### config.mk
export PLATFORM = sky130hd
export DESIGN_NAME = midi_byte_stream_parser
export DESIGN_NICKNAME = d
export VERILOG_FILES = /design/src/sv/mbsp_pkg.sv /design/src/sv/mbsp_parser.sv /design/src/sv/mbsp_queue.sv /design/src/sv/midi_byte_stream_parser.sv
export SDC_FILE = /design/constraint.sdc
export NUM_CORES = 2
export LEC_CHECK = 0
export ABC_AREA = 1
export BUFFER_PORTS_ARGS = -buffer_cell sky130_fd_sc_hd__clkbuf_2
export CORE_ASPECT_RATIO = 0.7
export CORE_MARGIN = 2
export CORE_UTILIZATION = 60
export DETAILED_ROUTE_END_ITERATION = 10
export GPL_ROUTABILITY_DRIVEN = 1
export PLACE_DENSITY = 0.74
export SYNTH_ARGS = -nofsm -noshare
export SYNTH_HDL_FRONTEND = slang
export SYNTH_SLANG_ARGS = --single-unit
### constraint.sdc
create_clock -name clk -period 17.4 [get_ports clk]
set_clock_uncertainty 0.2 [all_clocks]
set_input_delay 0.87 -clock clk [delete_from_list [all_inputs] [get_ports clk]]
set_output_delay 0.87 -clock clk [all_outputs]
set_load 0.05 [all_outputs]
### src/sv/mbsp_pkg.sv
// shared types, codes and status decode for the midi byte stream parser
package mbsp_pkg;

	localparam logic OP_FEED = 1'b0;
	localparam logic OP_POP  = 1'b1;

	localparam logic [7:0] ST_SYSEX    = 8'hF0;
	localparam logic [7:0] ST_MTC      = 8'hF1;
	localparam logic [7:0] ST_SPP      = 8'hF2;
	localparam logic [7:0] ST_SONG_SEL = 8'hF3;
	localparam logic [7:0] ST_TUNE     = 8'hF6;
	localparam logic [7:0] ST_RT_BASE  = 8'hF8;
	localparam logic [7:0] ST_SYS_BASE = 8'hF0;

	localparam logic [3:0] NIB_NOTE_OFF  = 4'h8;
	localparam logic [3:0] NIB_NOTE_ON   = 4'h9;
	localparam logic [3:0] NIB_CTRL      = 4'hB;
	localparam logic [3:0] NIB_PROGRAM   = 4'hC;
	localparam logic [3:0] NIB_PRESSURE  = 4'hD;
	localparam logic [3:0] NIB_PITCH     = 4'hE;

	// message length in bytes, status included
	localparam logic [1:0] LEN_BAD   = 2'd0;
	localparam logic [1:0] LEN_ONE   = 2'd1;
	localparam logic [1:0] LEN_TWO   = 2'd2;
	localparam logic [1:0] LEN_THREE = 2'd3;

	typedef struct packed {
		logic [6:0] second;
		logic [6:0] first;
		logic [7:0] status;
	} msg_t;

	typedef struct packed {
		logic enq;
		logic err;
		msg_t msg;
	} parse_res_t;

	function automatic logic [1:0] status_len(input logic [7:0] s);
		logic [1:0] len;
		len = LEN_BAD;
		priority if (s >= ST_RT_BASE) begin
			len = LEN_ONE;
		end else if (s >= ST_SYS_BASE) begin
			priority if (s == ST_MTC || s == ST_SONG_SEL) begin
				len = LEN_TWO;
			end else if (s == ST_SPP) begin
				len = LEN_THREE;
			end else begin
				len = LEN_ONE;
			end
		end else begin
			unique case (s[7:4])
				NIB_PROGRAM, NIB_PRESSURE: len = LEN_TWO;
				NIB_NOTE_OFF, NIB_NOTE_ON, NIB_CTRL, NIB_PITCH: len = LEN_THREE;
				default: len = LEN_BAD;
			endcase
		end
		return len;
	endfunction

endpackage

### src/sv/mbsp_parser.sv
// running status parser that assembles messages from received bytes
module mbsp_parser (
	input  logic                 clk,
	input  logic                 arst_n,
	input  logic                 feed,
	input  logic [7:0]           data_byte,
	output mbsp_pkg::parse_res_t res
);

	logic [7:0] running_q;
	logic [6:0] held0_q;
	logic [6:0] held1_q;
	logic [1:0] pos_q;
	logic [1:0] need_q;

	logic [7:0] running_d;
	logic [6:0] held0_d;
	logic [6:0] held1_d;
	logic [1:0] pos_d;
	logic [1:0] need_d;
	logic [1:0] len;
	logic [1:0] pos_inc;

	always_comb begin
		running_d = running_q;
		held0_d   = held0_q;
		held1_d   = held1_q;
		pos_d     = pos_q;
		need_d    = need_q;
		res       = '0;
		len       = mbsp_pkg::status_len(data_byte);
		pos_inc   = pos_q + 2'd1;
		if (feed) begin
			if (data_byte[7]) begin
				priority if (data_byte == mbsp_pkg::ST_SYSEX) begin
					running_d = '0;
					pos_d     = '0;
					need_d    = '0;
				end else if (len == mbsp_pkg::LEN_BAD) begin
					res.err = 1'b1;
				end else if (len == mbsp_pkg::LEN_ONE) begin
					res.enq        = 1'b1;
					res.msg.status = data_byte;
				end else begin
					running_d = data_byte;
					pos_d     = '0;
					need_d    = len - 2'd1;
				end
			end else if (running_q == '0 || need_q == '0) begin
				res.err = 1'b1;
			end else begin
				if (pos_q[0]) begin
					held1_d = data_byte[6:0];
				end else begin
					held0_d = data_byte[6:0];
				end
				pos_d = pos_inc;
				if (pos_inc >= need_q) begin
					res.enq        = 1'b1;
					res.msg.status = running_q;
					res.msg.first  = held0_d;
					res.msg.second = (need_q > 2'd1) ? held1_d : 7'd0;
					pos_d          = '0;
				end
			end
		end
	end

	always_ff @(posedge clk or negedge arst_n) begin
		if (!arst_n) begin
			running_q <= '0;
			held0_q   <= '0;
			held1_q   <= '0;
			pos_q     <= '0;
			need_q    <= '0;
		end else begin
			running_q <= running_d;
			held0_q   <= held0_d;
			held1_q   <= held1_d;
			pos_q     <= pos_d;
			need_q    <= need_d;
		end
	end

endmodule

### src/sv/mbsp_queue.sv
// message fifo with one memory, registered read data
module mbsp_queue #(
	parameter int DEPTH = 128,
	parameter int FW    = $clog2(DEPTH + 1)
) (
	input  logic           clk,
	input  logic           arst_n,
	input  logic           wr_en,
	input  mbsp_pkg::msg_t wr_data,
	input  logic           pop,
	output logic           full,
	output logic           empty,
	output logic [FW-1:0]  fill,
	output mbsp_pkg::msg_t rd_data
);

	localparam int PW = $clog2(DEPTH);

	mbsp_pkg::msg_t mem [DEPTH];
	mbsp_pkg::msg_t rd_q;
	logic [PW-1:0]  wr_ptr_q;
	logic [PW-1:0]  rd_ptr_q;
	logic [FW-1:0]  fill_q;
	logic           do_wr;
	logic           do_rd;

	assign full  = fill_q == FW'(DEPTH);
	assign empty = fill_q == '0;
	assign do_wr = wr_en && !full;
	assign do_rd = pop && !empty;
	assign fill    = fill_q;
	assign rd_data = rd_q;

	always_ff @(posedge clk) begin
		if (do_wr) begin
			mem[wr_ptr_q] <= wr_data;
		end
		if (do_rd) begin
			rd_q <= mem[rd_ptr_q];
		end
	end

	always_ff @(posedge clk or negedge arst_n) begin
		if (!arst_n) begin
			wr_ptr_q <= '0;
			rd_ptr_q <= '0;
			fill_q   <= '0;
		end else begin
			if (do_wr) begin
				wr_ptr_q <= (wr_ptr_q == PW'(DEPTH - 1)) ? '0 : wr_ptr_q + 1'b1;
			end
			if (do_rd) begin
				rd_ptr_q <= (rd_ptr_q == PW'(DEPTH - 1)) ? '0 : rd_ptr_q + 1'b1;
			end
			fill_q <= fill_q + FW'(do_wr) - FW'(do_rd);
		end
	end

endmodule

### src/sv/midi_byte_stream_parser.sv
// top level: input stage, parser, message fifo, counters and result register
// an accepted input beat passes the input stage, then the result register
// throughput: one beat per cycle while no result beat is stalled
// a stalled result beat holds a full input stage and all parser, fifo state
// reset is asynchronous and clears control state, pointers and counters
// the message store is not cleared; the fill level guards every read
module midi_byte_stream_parser #(
	parameter int QUEUE_DEPTH = 128
) (
	input  logic        clk,
	input  logic        arst_n,
	input  logic        in_valid,
	output logic        in_ready,
	input  logic        op,
	input  logic [7:0]  data_byte,
	output logic        out_valid,
	input  logic        out_ready,
	output logic        msg_valid,
	output logic [7:0]  msg_status,
	output logic [6:0]  msg_first,
	output logic [6:0]  msg_second,
	output logic [7:0]  queued_count,
	output logic [31:0] error_total,
	output logic [31:0] message_total
);

	localparam int FW = $clog2(QUEUE_DEPTH + 1);

	logic       valid_s1;
	logic       op_s1;
	logic [7:0] byte_s1;
	logic       out_valid_q;
	logic       hit_q;
	logic [31:0] err_cnt_q;
	logic [31:0] msg_cnt_q;

	logic                 adv;
	logic                 feed;
	logic                 pop;
	logic                 full;
	logic                 empty;
	logic [FW-1:0]        fill;
	mbsp_pkg::msg_t       rd_data;
	mbsp_pkg::parse_res_t pres;

	assign adv      = valid_s1 && (!out_valid_q || out_ready);
	assign in_ready = !valid_s1 || adv;
	assign feed     = adv && op_s1 == mbsp_pkg::OP_FEED;
	assign pop      = adv && op_s1 == mbsp_pkg::OP_POP;

	mbsp_parser u_parser (
		.clk       (clk),
		.arst_n    (arst_n),
		.feed      (feed),
		.data_byte (byte_s1),
		.res       (pres)
	);

	mbsp_queue #(
		.DEPTH (QUEUE_DEPTH),
		.FW    (FW)
	) u_queue (
		.clk     (clk),
		.arst_n  (arst_n),
		.wr_en   (pres.enq),
		.wr_data (pres.msg),
		.pop     (pop),
		.full    (full),
		.empty   (empty),
		.fill    (fill),
		.rd_data (rd_data)
	);

	always_ff @(posedge clk) begin
		if (in_valid && in_ready) begin
			op_s1   <= op;
			byte_s1 <= data_byte;
		end
	end

	always_ff @(posedge clk or negedge arst_n) begin
		if (!arst_n) begin
			valid_s1    <= 1'b0;
			out_valid_q <= 1'b0;
			hit_q       <= 1'b0;
			err_cnt_q   <= '0;
			msg_cnt_q   <= '0;
		end else begin
			if (in_ready) begin
				valid_s1 <= in_valid;
			end
			if (adv) begin
				out_valid_q <= 1'b1;
				hit_q       <= pop && !empty;
			end else if (out_ready) begin
				out_valid_q <= 1'b0;
				hit_q       <= 1'b0;
			end
			if (pres.err || (pres.enq && full)) begin
				err_cnt_q <= err_cnt_q + 32'd1;
			end
			if (pres.enq && !full) begin
				msg_cnt_q <= msg_cnt_q + 32'd1;
			end
		end
	end

	assign out_valid     = out_valid_q;
	assign msg_valid     = hit_q;
	assign msg_status    = hit_q ? rd_data.status : 8'd0;
	assign msg_first     = hit_q ? rd_data.first : 7'd0;
	assign msg_second    = hit_q ? rd_data.second : 7'd0;
	assign queued_count  = 8'(fill);
	assign error_total   = err_cnt_q;
	assign message_total = msg_cnt_q;

`ifndef SYNTH
	a_fill_bound: assert property (@(posedge clk) disable iff (!arst_n)
		fill <= FW'(QUEUE_DEPTH))
		else $error("fifo fill above depth");

	a_stall_hold: assert property (@(posedge clk) disable iff (!arst_n)
		(out_valid && !out_ready) |=> ($stable(message_total) && $stable(error_total)
			&& $stable(queued_count)))
		else $error("state moved while result beat stalled");

	a_hit_valid: assert property (@(posedge clk) disable iff (!arst_n)
		hit_q |-> out_valid_q)
		else $error("message flag without result beat");

	a_pop_fill: assert property (@(posedge clk) disable iff (!arst_n)
		(pop && !empty) |=> (fill == $past(fill) - FW'(1)))
		else $error("pop did not lower fill level");
`endif

endmodule

==> out/qor.csv <==
metric,value,unit
run_status,"complete, no violations",
cts-buffers-inserted,284,
die-area,0.215,mm2
clkPwrFrac,27.8,%
syn_area_per_cell,10.3,um2
synth.distinct_cells,33,
end_kind,register,
crit_fanout,169,
r2r_cells,13,
min_from,in_valid,
synth-edff-count,2847,
cp_data_required_time,17920,ps
drt_first_pass_iters,10,
fin_crit_sh,38.4,%
internal-power,13.0,mW
final_common_cell,nand2_1,
synthCells,12300,
hold_violations,0,
period_needed,6680,ps
start_kind,register,
hold_ws,64.0,ps
cts_buffer_depth,4,
portBuffers,109,
synthArstFlopShare,3.88,%
synth_top_area_share,67.4,%
setup_viol,0,
max_cap_violations,0,
grt_overflow,0,
slew_headroom,2.91,%
synth-main-ff-cell,edfxtp_1,
chipHeight,389,um
gp_congestion,1.03,
initial_core_util,60.2,%
worst-setup-path-type,register to register,
synth_nets,12300,
clkSinkCount,2962,
hp-class,primary input to register,
core,0.211,mm2
synth_seq_cells,2962,
fin_nets,12300,
htreeDepth,5,
track_usage,35.9,%
cts_root_buf,clkbuf_16,
r2r-end,u_queue.rd_data[20]$_DFFE_PP_,
ir_drop,140,uV
crit_arrival,7200,ps
tritoncts,built,
antenna_found_initial,16,
cpMostUsedCell,nor2_1,
wl_per_cell,25.8,um
p_sw_share,39.7,%
grt_max_degree,182,
post_cts_buffers,0,
clock_latency,860,ps
dieWidth,554,um
clk_pin_slew,70,ps
path_buf_inv,5,
max_stage_delay,950,ps
cpMaxStageDelayCell,buf_4,
dp.cells,14700,
synthesis.area,0.127,mm2
p_leak,56.1,nW
timing.final.max_slew_violations,0,
final_layout_size_suffix_gt1_share,6.66,%
p_per_area,155,mW/mm2
yosysWarnings,0,
instances_no_fill,15200,
fin_setup_tns,0,ps
switching_power,8.58,mW
postRouteAntennaNets,0,
holdPathStages,3,
routed_via_density,5.99,
netlist_top_cells_area,"edfxtp_1 67%, nand2_1 11%, nand3_1 4.6%",
grt_pass1_vias,84300,
wl,392000,um
cp_cell_sequence,inv_8 > buf_12 > buf_4 > buf_4 > buf_4 > o21ai_0 > nand2_1 > nor2_1 > nor2_1 > nor2_1 > nor2_1 > nor2_1 > nor2_1,
grt_pass1_wl,567000,um
ff2ff_setup_slack,10720,ps
worstMarginPinSlew,1460,ps
rsz0062_at_grt,false,
timing.rr.start,u_queue.rd_ptr_q[0]$_DFFE_PN0P_,
sequentialPowerShare,38.0,%
detailed_place_hpwl,228000,um
synthToLayoutAreaGrowth,9.52,%
seq_area_frac_synth,69.6,%
drc,0,
yosys.area.top_type,edfxtp_1,
comb_power_share,34.2,%
ioPinCount,110,
drt-initial-drc-count,17000,
final_cell_mix,"3823 x nand2_1, 2847 x edfxtp_1, 1361 x inv_1, 1313 x nor2_1, 1169 x nand3_1",
clock.fmax,0.150,GHz
vias,91100,
fp-row-count,141,
path_delay_family,buffers and inverters,
min_to,valid_s1$_DFFE_PN0N_,
cell usage after synthesis (22+ instances only):
cell type  instances
a21oi_1           66
buf_1             60
buf_2            248
clkbuf_1         300
dfrtp_1          115
edfxtp_1        2847
inv_1           1361
nand2_1         3823
nand3_1         1169
nor2_1          1453
nor3_1            50
o211ai_1          22
o21ai_0          559
o21ai_1           39
or2_2             26
xor2_1            54
cells by family (layout without fill, tap and decap cells):
logic type / after synthesis / in the layout / synth area share (%)
and+or+nand+nor: 6552 / 6552 / 20.7
DFF: 2962 / 2962 / 69.6
buffers and inverters: 1996 / 2137 / 6.20
AOI/OAI and AO/OA: 689 / 689 / 2.77
xor gates and xnor gates: 68 / 68 / 0.469
adders and majority gates: 21 / 21 / 0.213
other: 0 / 2 / 0
power by group through the flow:
| stage | logic, mW | clock network [mW] | registers, mW |
|---|---|---|---|
| 2_1_floorplan | 4.34 | 0 | 8.38 |
| 3_3_place_gp | 6.95 | 0 | 8.34 |
| 3_5_place_dp | 7.00 | 0 | 8.34 |
| 4_1_cts | 7.04 | 6.01 | 8.19 |
| 5_1_grt | 7.82 | 6.27 | 8.21 |
| 6_report | 7.39 | 6.00 | 8.21 |
tightest hold or removal path: cells and delay by family:
| family | cells | cell delay (ps) |
|---|---|---|
| buffers and inverters | 1 | 80 |
| and+or+nand+nor | 2 | 120 |
timing repair:
| action | CTS | global route |
|---|---|---|
| setup endpoints to repair | 0 | 0 |
| resized for setup | 0 | 0 |
| endpoints found under the hold margin | 64 | 0 |
| hold buffers | 10 | 0 |
worst max-delay path by stage:
stage                                     from                             to  slack [ps]  depth (start not counted)
4_1_cts        u_queue.rd_ptr_q[0]$_DFFE_PN0P_  u_queue.rd_data[20]$_DFFE_PP_       10960                         13
3_5_place_dp   u_queue.rd_ptr_q[0]$_DFFE_PN0P_  u_queue.rd_data[20]$_DFFE_PP_       10960                         13
5_1_grt        u_queue.rd_ptr_q[0]$_DFFE_PN0P_  u_queue.rd_data[20]$_DFFE_PP_       10380                         13
3_3_place_gp   u_queue.rd_ptr_q[0]$_DFFE_PN0P_  u_queue.rd_data[14]$_DFFE_PP_       11000                         16
2_1_floorplan             byte_s1[7]$_DFFE_PP_    u_queue.mem[0][0]$_DFFE_PP_        9510                         10
6_report       u_queue.rd_ptr_q[0]$_DFFE_PN0P_  u_queue.rd_data[20]$_DFFE_PP_       10720                         13
registers in the layout (all words and copies together), names as in the netlist:
| signal | cells |
|---|---|
| u_queue.mem | 2816 |
| error_total | 32 |
| message_total | 32 |
| u_queue.rd_data | 22 |
| byte_s1 | 8 |
| u_parser.running_q | 8 |
| u_queue.fill | 8 |
| u_parser.held0_q | 7 |
| u_parser.held1_q | 7 |
| u_queue.rd_ptr_q | 7 |
| u_queue.wr_ptr_q | 7 |
| u_parser.need_q | 2 |
| u_parser.pos_q | 2 |
| msg_valid | 1 |
| op_s1 | 1 |
| out_valid | 1 |
| valid_s1 | 1 |
final cells by class:
cell class                 count  area [um2]
antenna                        2        5.00
sequential                  2962       88400
timing repair buffer         267        2010
clock buffer                 362        7690
clock inverter               135        1000
fill                       15700       71700
inverter                    1373        5180
tap                         2788        3490
multi-input combinational   7330       31200
per-layer routing:
layer,routed length [um],global-route usage [%],vias to the layer above
li1,-,-,40000
met1,148000,52.0,43300
met2,160000,48.9,6819
met3,63600,12.7,948
met4,20200,16.0,12
met5,58,0,-
metrics by stage:
stage                     worst slack, ps  util (%)  cell area (um2)  power [mW]
after floorplan                      9510         -           127000        12.7
after global placement              11000      61.7           130000        15.3
after detailed placement            10960      61.8           130000        15.3
after CTS                           10960      65.9           139000        21.2
after global routing                10380      66.0           139000        22.3
final                               10720      66.0           139000        21.6
Note: power is estimated with default switching activity, not from simulation.
